$ cat config.mk
export PLATFORM = sky130hd
export DESIGN_NAME = linear_fade_dimmer_unit_flat
export DESIGN_NICKNAME = d
export VERILOG_FILES = /design/src/sv/lfd_pkg.sv /design/src/sv/lfd_if.sv /design/src/sv/lfd_div.sv /design/src/sv/linear_fade_dimmer_unit.sv /design/src/flat_wrapper.sv
export VERILOG_INCLUDE_DIRS = /design/src /design/src/sv
export SDC_FILE = /design/constraint.sdc
export NUM_CORES = 2
export LEC_CHECK = 0
export BUFFER_PORTS_ARGS = -buffer_cell sky130_fd_sc_hd__buf_2
export CORE_ASPECT_RATIO = 0.5
export CORE_UTILIZATION = 57
export DETAILED_ROUTE_END_ITERATION = 8
export PLACE_DENSITY = 0.78
export SLEW_MARGIN = 25
export SYNTH_ARGS = -nofsm -noshare
export SYNTH_HDL_FRONTEND = slang
export SYNTH_SLANG_ARGS = --single-unit
$ cat constraint.sdc
create_clock -name clk -period 10.5 [get_ports clk]
set_input_delay 0 -clock clk [delete_from_list [all_inputs] [get_ports clk]]
set_output_delay 0 -clock clk [all_outputs]
set_load 0.01 [all_outputs]
$ cat src/sv/linear_fade_dimmer_unit_assert.svh
// assertion macros for the linear fade dimmer
// expects clk and arst_n in the scope of use; no other dependencies
`ifndef LINEAR_FADE_DIMMER_UNIT_ASSERT_SVH
`define LINEAR_FADE_DIMMER_UNIT_ASSERT_SVH

// implication in the same cycle
`define LFD_ASSERT_NOW(lbl, ante, cons, msg) \
	lbl: assert property (@(posedge clk) disable iff (!arst_n) (ante) |-> (cons)) \
		else $error(msg);

// implication in the next cycle
`define LFD_ASSERT_NEXT(lbl, ante, cons, msg) \
	lbl: assert property (@(posedge clk) disable iff (!arst_n) (ante) |=> (cons)) \
		else $error(msg);

`endif

$ cat src/sv/lfd_pkg.sv
// shared types and constants of the linear fade dimmer
// no dependencies
`default_nettype none

package lfd_pkg;

	localparam int MAX_LEVEL  = 99;
	localparam int TIME_BITS  = 32;
	localparam int LEVEL_W    = 7;
	localparam int VALUE_W    = 8;
	localparam int OP_W       = 3;
	localparam int STEP_W     = 10;
	localparam int PROD_W     = TIME_BITS + LEVEL_W;
	localparam int CNT_W      = $clog2(PROD_W + 1);

	localparam logic [STEP_W-1:0]  STEP_RESET = STEP_W'(10);
	localparam logic [LEVEL_W-1:0] LEVEL_MAX  = LEVEL_W'(MAX_LEVEL);

	// operation codes
	localparam logic [OP_W-1:0] OP_TICK       = 3'd0;
	localparam logic [OP_W-1:0] OP_FADE_TO    = 3'd1;
	localparam logic [OP_W-1:0] OP_SET_NOW    = 3'd2;
	localparam logic [OP_W-1:0] OP_SET_BRIGHT = 3'd3;
	localparam logic [OP_W-1:0] OP_SWITCH_ON  = 3'd4;
	localparam logic [OP_W-1:0] OP_SWITCH_OFF = 3'd5;

	// divider request and response
	typedef struct packed {
		logic                 start;
		logic [PROD_W-1:0]    dividend;
		logic [TIME_BITS-1:0] divisor;
	} div_req_t;

	typedef struct packed {
		logic               done;
		logic [LEVEL_W-1:0] quotient;
	} div_rsp_t;

	// saturate an input value to the top level
	function automatic logic [LEVEL_W-1:0] sat_level(input logic [VALUE_W-1:0] v);
		logic [LEVEL_W-1:0] r;
		if (v > VALUE_W'(MAX_LEVEL)) begin
			r = LEVEL_MAX;
		end else begin
			r = v[LEVEL_W-1:0];
		end
		return r;
	endfunction

endpackage

`default_nettype wire

$ cat src/sv/lfd_if.sv
// channel interfaces of the linear fade dimmer: command, result, step time
// depends on lfd_pkg for field widths
`default_nettype none

interface lfd_in_if;
	logic                             valid;
	logic                             ready;
	logic [lfd_pkg::OP_W-1:0]         operation;
	logic [lfd_pkg::VALUE_W-1:0]      value;

	modport source (output valid, output operation, output value, input ready);
	modport sink (input valid, input operation, input value, output ready);
endinterface

interface lfd_out_if;
	logic                             valid;
	logic                             ready;
	logic [lfd_pkg::LEVEL_W-1:0]      level;
	logic                             fading;

	modport source (output valid, output level, output fading, input ready);
	modport sink (input valid, input level, input fading, output ready);
endinterface

interface lfd_cfg_if;
	logic                             valid;
	logic                             ready;
	logic [lfd_pkg::STEP_W-1:0]       data;

	modport source (output valid, output data, input ready);
	modport sink (input valid, input data, output ready);
endinterface

`default_nettype wire

$ cat src/sv/lfd_div.sv
// serial restoring divider, one quotient bit per cycle
// depends on lfd_pkg for widths and the request/response structs
`default_nettype none

module lfd_div (
	input  wire logic              clk,
	input  wire logic              arst_n,
	input  wire lfd_pkg::div_req_t req,
	output lfd_pkg::div_rsp_t      rsp
);

	logic [lfd_pkg::CNT_W-1:0]     cnt_q;
	logic                          busy_q;
	logic                          done_q;
	logic [lfd_pkg::TIME_BITS-1:0] rem_q;
	logic [lfd_pkg::PROD_W-1:0]    quo_q;
	logic [lfd_pkg::TIME_BITS-1:0] den_q;

	logic [lfd_pkg::TIME_BITS:0]   trial;
	logic                          fits;

	// shift in the next dividend bit and try the subtraction
	assign trial = {rem_q, quo_q[lfd_pkg::PROD_W-1]};
	assign fits  = trial >= {1'b0, den_q};

	// control
	always_ff @(posedge clk or negedge arst_n) begin
		if (!arst_n) begin
			cnt_q  <= '0;
			busy_q <= 1'b0;
			done_q <= 1'b0;
		end else begin
			done_q <= 1'b0;
			if (req.start) begin
				cnt_q  <= lfd_pkg::CNT_W'(lfd_pkg::PROD_W);
				busy_q <= 1'b1;
			end else if (busy_q) begin
				cnt_q <= cnt_q - lfd_pkg::CNT_W'(1);
				if (cnt_q == lfd_pkg::CNT_W'(1)) begin
					busy_q <= 1'b0;
					done_q <= 1'b1;
				end
			end
		end
	end

	// datapath
	always_ff @(posedge clk) begin
		if (req.start) begin
			rem_q <= '0;
			quo_q <= req.dividend;
			den_q <= req.divisor;
		end else if (busy_q) begin
			if (fits) begin
				rem_q <= lfd_pkg::TIME_BITS'(trial - {1'b0, den_q});
			end else begin
				rem_q <= trial[lfd_pkg::TIME_BITS-1:0];
			end
			quo_q <= {quo_q[lfd_pkg::PROD_W-2:0], fits};
		end
	end

	// quotient never exceeds the level span
	assign rsp.done     = done_q;
	assign rsp.quotient = quo_q[lfd_pkg::LEVEL_W-1:0];

endmodule

`default_nettype wire

$ cat src/sv/linear_fade_dimmer_unit.sv
// linear fade dimmer top level: command decode, ramp state and step sequencer
// depends on lfd_pkg, lfd_if, lfd_div and linear_fade_dimmer_unit_assert.svh
//
//   channel   dir   beat contents
//   cmd       in    operation, value
//   res       out   level, fading
//   cfg       in    data (step time in ms)
//
// a command passes through exec and out from accept to the next accept, a tick
// also through step; a tick on an interpolated ramp step adds mul, div and fin
// one item at a time: cmd.ready is high only while the sequencer is idle
// a result waits in the output register; the next command is taken meanwhile
// and holds in its last state until that register frees
// reset is immediate: no clearing pass; cfg.ready is always high
`default_nettype none

module linear_fade_dimmer_unit (
	input  wire logic  clk,
	input  wire logic  arst_n,
	lfd_in_if.sink     cmd,
	lfd_out_if.source  res,
	lfd_cfg_if.sink    cfg
);

	`include "linear_fade_dimmer_unit_assert.svh"

	typedef enum logic [6:0] {
		S_IDLE = 7'b0000001,
		S_EXEC = 7'b0000010,
		S_STEP = 7'b0000100,
		S_MUL  = 7'b0001000,
		S_DIV  = 7'b0010000,
		S_FIN  = 7'b0100000,
		S_OUT  = 7'b1000000
	} state_t;

	localparam int TB = lfd_pkg::TIME_BITS;
	localparam int LW = lfd_pkg::LEVEL_W;

	state_t                       state_q;
	logic [lfd_pkg::OP_W-1:0]     op_q;
	logic [LW-1:0]                val_q;
	logic [lfd_pkg::STEP_W-1:0]   step_q;
	logic [TB-1:0]                now_q;
	logic [LW-1:0]                cur_q;
	logic [LW-1:0]                start_q;
	logic [LW-1:0]                tgt_q;
	logic [LW-1:0]                rem_q;
	logic [TB-1:0]                rstart_q;
	logic [TB-1:0]                rend_q;
	logic [TB-1:0]                next_q;
	logic [TB-1:0]                num_q;
	logic [TB-1:0]                den_q;
	logic                         res_valid_q;
	logic [LW-1:0]                res_level_q;
	logic                         res_fading_q;

	lfd_pkg::div_req_t            div_req;
	lfd_pkg::div_rsp_t            div_rsp;

	logic                         fade_en;
	logic [LW-1:0]                fade_lvl;
	logic [LW-1:0]                fade_diff;
	logic [LW+lfd_pkg::STEP_W-1:0] fade_prod;
	logic [TB-1:0]                now_plus_step;
	logic [TB-1:0]                elapsed;
	logic [TB-1:0]                ramp_len;
	logic                         rising;
	logic [LW-1:0]                span;
	logic [LW-1:0]                interp;

	assign cmd.ready = (state_q == S_IDLE);
	assign cfg.ready = 1'b1;

	// fade request decode for the command in flight
	always_comb begin
		fade_en  = 1'b0;
		fade_lvl = val_q;
		unique case (op_q)
			lfd_pkg::OP_FADE_TO: begin
				fade_en = 1'b1;
			end
			lfd_pkg::OP_SET_BRIGHT: begin
				fade_en = (cur_q != '0);
			end
			lfd_pkg::OP_SWITCH_ON: begin
				fade_en  = (rend_q == '0);
				fade_lvl = rem_q;
			end
			lfd_pkg::OP_SWITCH_OFF: begin
				fade_en  = 1'b1;
				fade_lvl = '0;
			end
			default: begin
				fade_en = 1'b0;
			end
		endcase
	end

	// ramp length and step timing
	assign fade_diff     = (cur_q > fade_lvl) ? cur_q - fade_lvl : fade_lvl - cur_q;
	assign fade_prod     = (LW+lfd_pkg::STEP_W)'(fade_diff) * (LW+lfd_pkg::STEP_W)'(step_q);
	assign now_plus_step = now_q + TB'(step_q);
	assign elapsed       = now_q - rstart_q;
	assign ramp_len      = rend_q - rstart_q;

	// interpolation between start and target
	assign rising = (tgt_q >= start_q);
	assign span   = rising ? tgt_q - start_q : start_q - tgt_q;
	assign interp = rising ? start_q + div_rsp.quotient : start_q - div_rsp.quotient;

	assign div_req.start    = (state_q == S_MUL);
	assign div_req.dividend = lfd_pkg::PROD_W'(num_q) * lfd_pkg::PROD_W'(span);
	assign div_req.divisor  = den_q;

	lfd_div u_div (
		.clk    (clk),
		.arst_n (arst_n),
		.req    (div_req),
		.rsp    (div_rsp)
	);

	// step time register
	always_ff @(posedge clk or negedge arst_n) begin
		if (!arst_n) begin
			step_q <= lfd_pkg::STEP_RESET;
		end else if (cfg.valid && cfg.ready) begin
			step_q <= cfg.data;
		end
	end

	// command register
	always_ff @(posedge clk) begin
		if (cmd.valid && cmd.ready) begin
			op_q  <= cmd.operation;
			val_q <= lfd_pkg::sat_level(cmd.value);
		end
	end

	// sequencer and ramp state
	always_ff @(posedge clk or negedge arst_n) begin
		if (!arst_n) begin
			state_q      <= S_IDLE;
			now_q        <= '0;
			cur_q        <= '0;
			start_q      <= '0;
			tgt_q        <= '0;
			rem_q        <= lfd_pkg::LEVEL_MAX;
			rstart_q     <= '0;
			rend_q       <= '0;
			next_q       <= '0;
			res_valid_q  <= 1'b0;
		end else begin
			if (state_q == S_OUT && (!res_valid_q || res.ready)) begin
				res_valid_q <= 1'b1;
			end else if (res_valid_q && res.ready) begin
				res_valid_q <= 1'b0;
			end
			unique case (state_q)
				S_IDLE: begin
					if (cmd.valid) begin
						state_q <= S_EXEC;
					end
				end
				S_EXEC: begin
					state_q <= (op_q == lfd_pkg::OP_TICK) ? S_STEP : S_OUT;
					if (op_q == lfd_pkg::OP_TICK) begin
						now_q <= now_q + TB'(1);
					end else if (op_q == lfd_pkg::OP_SET_NOW) begin
						tgt_q  <= val_q;
						cur_q  <= val_q;
						rend_q <= '0;
						next_q <= now_plus_step;
					end else begin
						if (op_q == lfd_pkg::OP_SET_BRIGHT && cur_q == '0) begin
							rem_q <= val_q;
						end
						if (op_q == lfd_pkg::OP_SWITCH_OFF && tgt_q != '0) begin
							rem_q <= tgt_q;
						end
						if (fade_en) begin
							start_q  <= cur_q;
							tgt_q    <= fade_lvl;
							rstart_q <= now_q;
							rend_q   <= now_q + TB'(fade_prod);
							next_q   <= now_plus_step;
						end
					end
				end
				S_STEP: begin
					if (rend_q != '0 && now_q >= next_q) begin
						next_q <= now_plus_step;
						if (now_plus_step > rend_q) begin
							cur_q   <= tgt_q;
							rend_q  <= '0;
							state_q <= S_OUT;
						end else if (ramp_len == '0) begin
							cur_q   <= tgt_q;
							state_q <= S_OUT;
						end else begin
							num_q   <= (elapsed > ramp_len) ? ramp_len : elapsed;
							den_q   <= ramp_len;
							state_q <= S_MUL;
						end
					end else begin
						state_q <= S_OUT;
					end
				end
				S_MUL: begin
					state_q <= S_DIV;
				end
				S_DIV: begin
					if (div_rsp.done) begin
						state_q <= S_FIN;
					end
				end
				S_FIN: begin
					cur_q   <= (interp > lfd_pkg::LEVEL_MAX) ? lfd_pkg::LEVEL_MAX : interp;
					state_q <= S_OUT;
				end
				S_OUT: begin
					if (!res_valid_q || res.ready) begin
						state_q <= S_IDLE;
					end
				end
				default: begin
					state_q <= S_IDLE;
				end
			endcase
		end
	end

	// result payload
	always_ff @(posedge clk) begin
		if (state_q == S_OUT && (!res_valid_q || res.ready)) begin
			res_level_q  <= cur_q;
			res_fading_q <= (rend_q != '0);
		end
	end

	assign res.valid  = res_valid_q;
	assign res.level  = res_level_q;
	assign res.fading = res_fading_q;

	// checks
	`LFD_ASSERT_NOW(a_level_range, res.valid, res.level <= lfd_pkg::LEVEL_MAX, "level above maximum")
	`LFD_ASSERT_NEXT(a_accept_exec, cmd.valid && cmd.ready, state_q == S_EXEC, "accept did not start")
	`LFD_ASSERT_NOW(a_quot_span, state_q == S_DIV && div_rsp.done, div_rsp.quotient <= span, "quotient beyond span")

endmodule

`default_nettype wire
$ cat src/flat_wrapper.sv
// flat-port wrapper written by rule: the top's interface ports become plain ports
module linear_fade_dimmer_unit_flat 
  (clk, arst_n, cmd_valid, cmd_operation, cmd_value, cmd_ready, res_valid, res_level, res_fading, res_ready, cfg_valid, cfg_data, cfg_ready);
  lfd_in_if cmd_i ();
  lfd_out_if res_i ();
  lfd_cfg_if cfg_i ();
  input  wire logic clk;
  input  wire logic arst_n;
  input wire logic [$bits(cmd_i.valid)-1:0] cmd_valid;
  input wire logic [$bits(cmd_i.operation)-1:0] cmd_operation;
  input wire logic [$bits(cmd_i.value)-1:0] cmd_value;
  output wire logic [$bits(cmd_i.ready)-1:0] cmd_ready;
  output wire logic [$bits(res_i.valid)-1:0] res_valid;
  output wire logic [$bits(res_i.level)-1:0] res_level;
  output wire logic [$bits(res_i.fading)-1:0] res_fading;
  input wire logic [$bits(res_i.ready)-1:0] res_ready;
  input wire logic [$bits(cfg_i.valid)-1:0] cfg_valid;
  input wire logic [$bits(cfg_i.data)-1:0] cfg_data;
  output wire logic [$bits(cfg_i.ready)-1:0] cfg_ready;
  assign cmd_i.valid = cmd_valid;
  assign cmd_i.operation = cmd_operation;
  assign cmd_i.value = cmd_value;
  assign cmd_ready = cmd_i.ready;
  assign res_valid = res_i.valid;
  assign res_level = res_i.level;
  assign res_fading = res_i.fading;
  assign res_i.ready = res_ready;
  assign cfg_i.valid = cfg_valid;
  assign cfg_i.data = cfg_data;
  assign cfg_ready = cfg_i.ready;
  linear_fade_dimmer_unit u_core (.clk(clk), .arst_n(arst_n), .cmd(cmd_i), .res(res_i), .cfg(cfg_i));
endmodule
==> metrics.md <==
| Metric | Value |
|---|---|
| FMAX | 0.103 GHz |
| Gr usage total | 0.296 |
| CTS H-tree lvls | 2 |
| Clock-pin slew on the worst setup and hold paths | 0.07 ns |
| Synth warnings | 0 |
| Initial DRT Pass Iterations | 5 |
| Top-Level Pins | 37 |
| Fraction of registers with async set/reset | 0.496 |
| Slew @ Worst Pin | 1.03 ns |
| Post-Syn Area | 0.0336 mm^2 |
| Die Y | 174 um |
| CP Capture Type | flop |
| Worst clock skew | between 0.03 and 0.04 ns |
| R2r setup slk | 0.83 ns |
| GR Util met2 | 0.452 |
| Row Count | 62 |
| CTS Root Cell | clkbuf_16 |
| Post-route ant nets | 0 |
| CP required | 10.80 ns |
| Worst-case reg-to-reg path depth | 31 |
| Via density | around 6 |
| RSZ-0062 raised after global routing | false |
| Remaining DRCs | 0 |
| Initial antenna violation count | 5 |
| Skew-Pair Late Insertion Delay | approximately 0.57 ns |
| Setup violators final | 0 |
| Post-synth net total | around 4,200 |
| Nets | 4,204 |
| Period utilization | 0.921 |
| PortBufs | 35 |
| Met3 usage in global routing | 0.0627 |
| Initial Util | 0.581 |
| HP Class | primary input to flop |
| Final min period | ~9.7 ns |
| Clock Sink Count | approximately 370 |
| Mapped Cells | between 3,000 and 4,000 |
| Area leader, netlist | edfxtp_1 |
| Startpoint types | flop |
| DRT iter0 DRCs | approximately 2,300 |
| Final Util | 0.630 |
| Largest net degree at the start of global routing | 73 |
| Post-synth cell types | 91 |
| Post-synth top flop | dfrtp_1 |
| Mean Syn Cell Area | 9.35 um^2 |
| Placed cell count | 4,319 |
| Slowest stage delay, CP | 0.54 ns |
| Top cell type's share of synthesized area | 0.137 |
| DPL Wire Length | around 68,000 um |
| Die extent in x | 346 um |
| Final hold viol count | 0 |
| Setup tns final | 0 ns |
| Inserted Clock Buffers | 39 |
| Crit-path slowest cell | o2111ai_2 |
| First-pass GRT wire length | 143,000 um |
| Number of global-route vias before repair | ~27,000 |
| Share of cells above drive strength 1 | 0.0777 |
| Multi-input logic area | about 0.022 mm^2 |
| Core area | 0.0579 mm^2 |
| Number of flops mapped to enable cells by yosys | 153 |
| Layout Cells excl Fill | 4,436 |
| Fillers | 4,707 |
| Flop and latch count out of synthesis | 367 |
| Critical path endpoint | u_core.u_div.quo_q[38]$_DFFE_PP_ |
| R2r endpoint | u_core.u_div.quo_q[38]$_DFFE_PP_ |
| Die ar. | between 0.06 and 0.07 mm^2 |
| Final Max Slew Viols | 0 |
| Crit. Startpoint | u_core.tgt_q[0]$_DFFE_PN0P_ |
| Postcts setup bufs | 0 |
| CTS tree | yes |
| GR peak layer | met2 |
| Met1 Track Usage GR | 0.425 |
| Post-detailed-route wirelength per cell | 19.7 um |
| Outcome | completed |
| Maxcap violations | 0 |
| Via count | 26,700 |
| Clk buf depth | 3 |
| Critical Path AT | roughly 10 ns |
| Worst reg2reg path startpoint | u_core.tgt_q[0]$_DFFE_PN0P_ |
| Rel. slew slack | 0.315 |
| Post-synthesis sequential area ratio | 0.291 |
| Final WL | 87,500 um |
| Synth top area cells | edfxtp_1, dfrtp_1, fa_1 |
| Grt ovf | 0 |
| Area Overhead vs Synth | 8.33% |
| Crit-path max FO | 17 |
| Reg area | between 0.009 and 0.01 mm^2 |
| CP Class | flop to flop |
| RePlAce Congestion | 1.02 |
==> how the worst min path moves through the flow <==
stage / startpoint / endpoint / cells past startpoint
finish: cmd_operation[0] / u_core.op_q[0]$_DFFE_PP_ / 2
global route: cmd_operation[1] / u_core.op_q[1]$_DFFE_PP_ / 2
CTS: cmd_operation[0] / u_core.op_q[0]$_DFFE_PP_ / 2
detailed placement: arst_n / u_core.step_q[5]$_DFFE_PN0P_ / 1
global placement: arst_n / u_core.step_q[5]$_DFFE_PN0P_ / 1
floorplan: arst_n / u_core.cur_q[0]$_DFFE_PN0P_ / 0
==> through the flow <==
step,worst slack [ns],hold slack (ns),instance area [um^2]
2_1_floorplan,2.12,-0.296,33600
3_3_place_gp,1.23,0.00442,34600
3_5_place_dp,0.983,0.0145,34600
4_1_cts,0.895,0.145,36400
5_1_grt,0.367,0.152,36400
6_report,0.831,0.156,36400
==> worst max-delay path, delay by kind of cell, from the launching register on <==
kind,cells,cell delay (ns)
mux,2,0.83
compound gates,18,4.41
buf+inv,3,0.55
flops,1,0.42
simple gates,2,0.36
fa+ha+maj,6,2.79
==> cell usage after synthesis (8+ instances only) <==
master,count
nor4_1,21
nor3_1,39
ha_1,331
a31o_2,23
inv_1,497
nor2_1,148
edfxtp_1,153
o21ai_1,23
nand2b_1,39
o31ai_1,8
a21oi_1,181
and2_1,77
xor2_1,81
a22oi_1,8
clkbuf_1,95
o2111ai_1,9
a221oi_1,10
a22o_1,34
nand4_1,38
and4_1,18
a211oi_1,25
nand3_1,50
a31o_1,9
o21ai_0,172
fa_1,211
nor2b_1,34
o21a_1,35
xnor2_1,139
dfxtp_1,32
and3_1,33
nor3b_1,16
mux2i_1,42
o21bai_1,28
a21o_1,101
mux2_2,90
nand2_1,392
or3_1,26
dfrtp_1,175
a31oi_1,17
==> layer usage <==
layer	vias to the layer above	wire length (um)
li1	12400	-
met1	13000	39800
met2	1065	37700
met3	163	7730
met4	6	2220
met5	-	43
==> layout by cell type (no fill, tap or decap), drive strengths merged, types with 35 or more instances in the layout <==
| cell type | count |
|---|---|
| nand4 | 39 |
| fa | 211 |
| a21o | 101 |
| dlygate4sd3 | 42 |
| inv | 504 |
| nor3 | 40 |
| a21oi | 183 |
| o21a | 35 |
| nand3 | 50 |
| xnor2 | 139 |
| buf | 61 |
| nand2b | 39 |
| xor2 | 81 |
| and2 | 77 |
| o21ai | 195 |
| dfrtp | 175 |
| mux2i | 42 |
| mux2 | 99 |
| nor2 | 148 |
| edfxtp | 153 |
| ha | 331 |
| clkbuf | 48 |
| nand2 | 392 |
==> sequential cells by signal (all words and copies together) (netlist names), 3 cells and up <==
register / count
u_core.u_div.cnt_q: 6
u_core.val_q: 7
u_core.u_div.den_q: 32
u_core.res.level: 7
u_core.start_q: 7
u_core.rstart_q: 32
u_core.state_q: 7
u_core.rem_q: 7
u_core.step_q: 10
u_core.rend_q: 32
u_core.u_div.rem_q: 32
u_core.u_div.quo_q: 39
u_core.num_q: 32
u_core.op_q: 3
u_core.cur_q: 7
u_core.den_q: 32
u_core.next_q: 32
u_core.tgt_q: 7
u_core.now_q: 32
==> cells by family (layout without fill, tap and decap cells) <==
logic type	after synthesis	count (layout)	share of synthesized area
other	1	2	0.000111
buffers and inverters	603	673	0.0679
AOI/OAI and AO/OA	756	756	0.147
adders and majority gates	542	542	0.249
xor gates and xnor gates	220	220	0.0573
and+or+nand+nor	967	967	0.141
muxes	141	141	0.0463
DFF	367	367	0.291
==> final cells by class <==
class,count,area share
multi-input combinational,2627,0.594
sequential,367,0.269
inverter,497,0.0512
clock buffer,47,0.0282
tap,768,0.0264
timing repair buffer,104,0.0229
clock inverter,25,0.00797
antenna,1,0.0000687
==> timing repair <==
action / 4_1_cts / 5_1_grt
hold buffers: 42 / 0
hold endpoints to repair: 81 / 0
resized for setup: 0 / 0
Power is not shown: default switching activity piles up to over one toggle a cycle in this logic, so the estimate is an artifact.
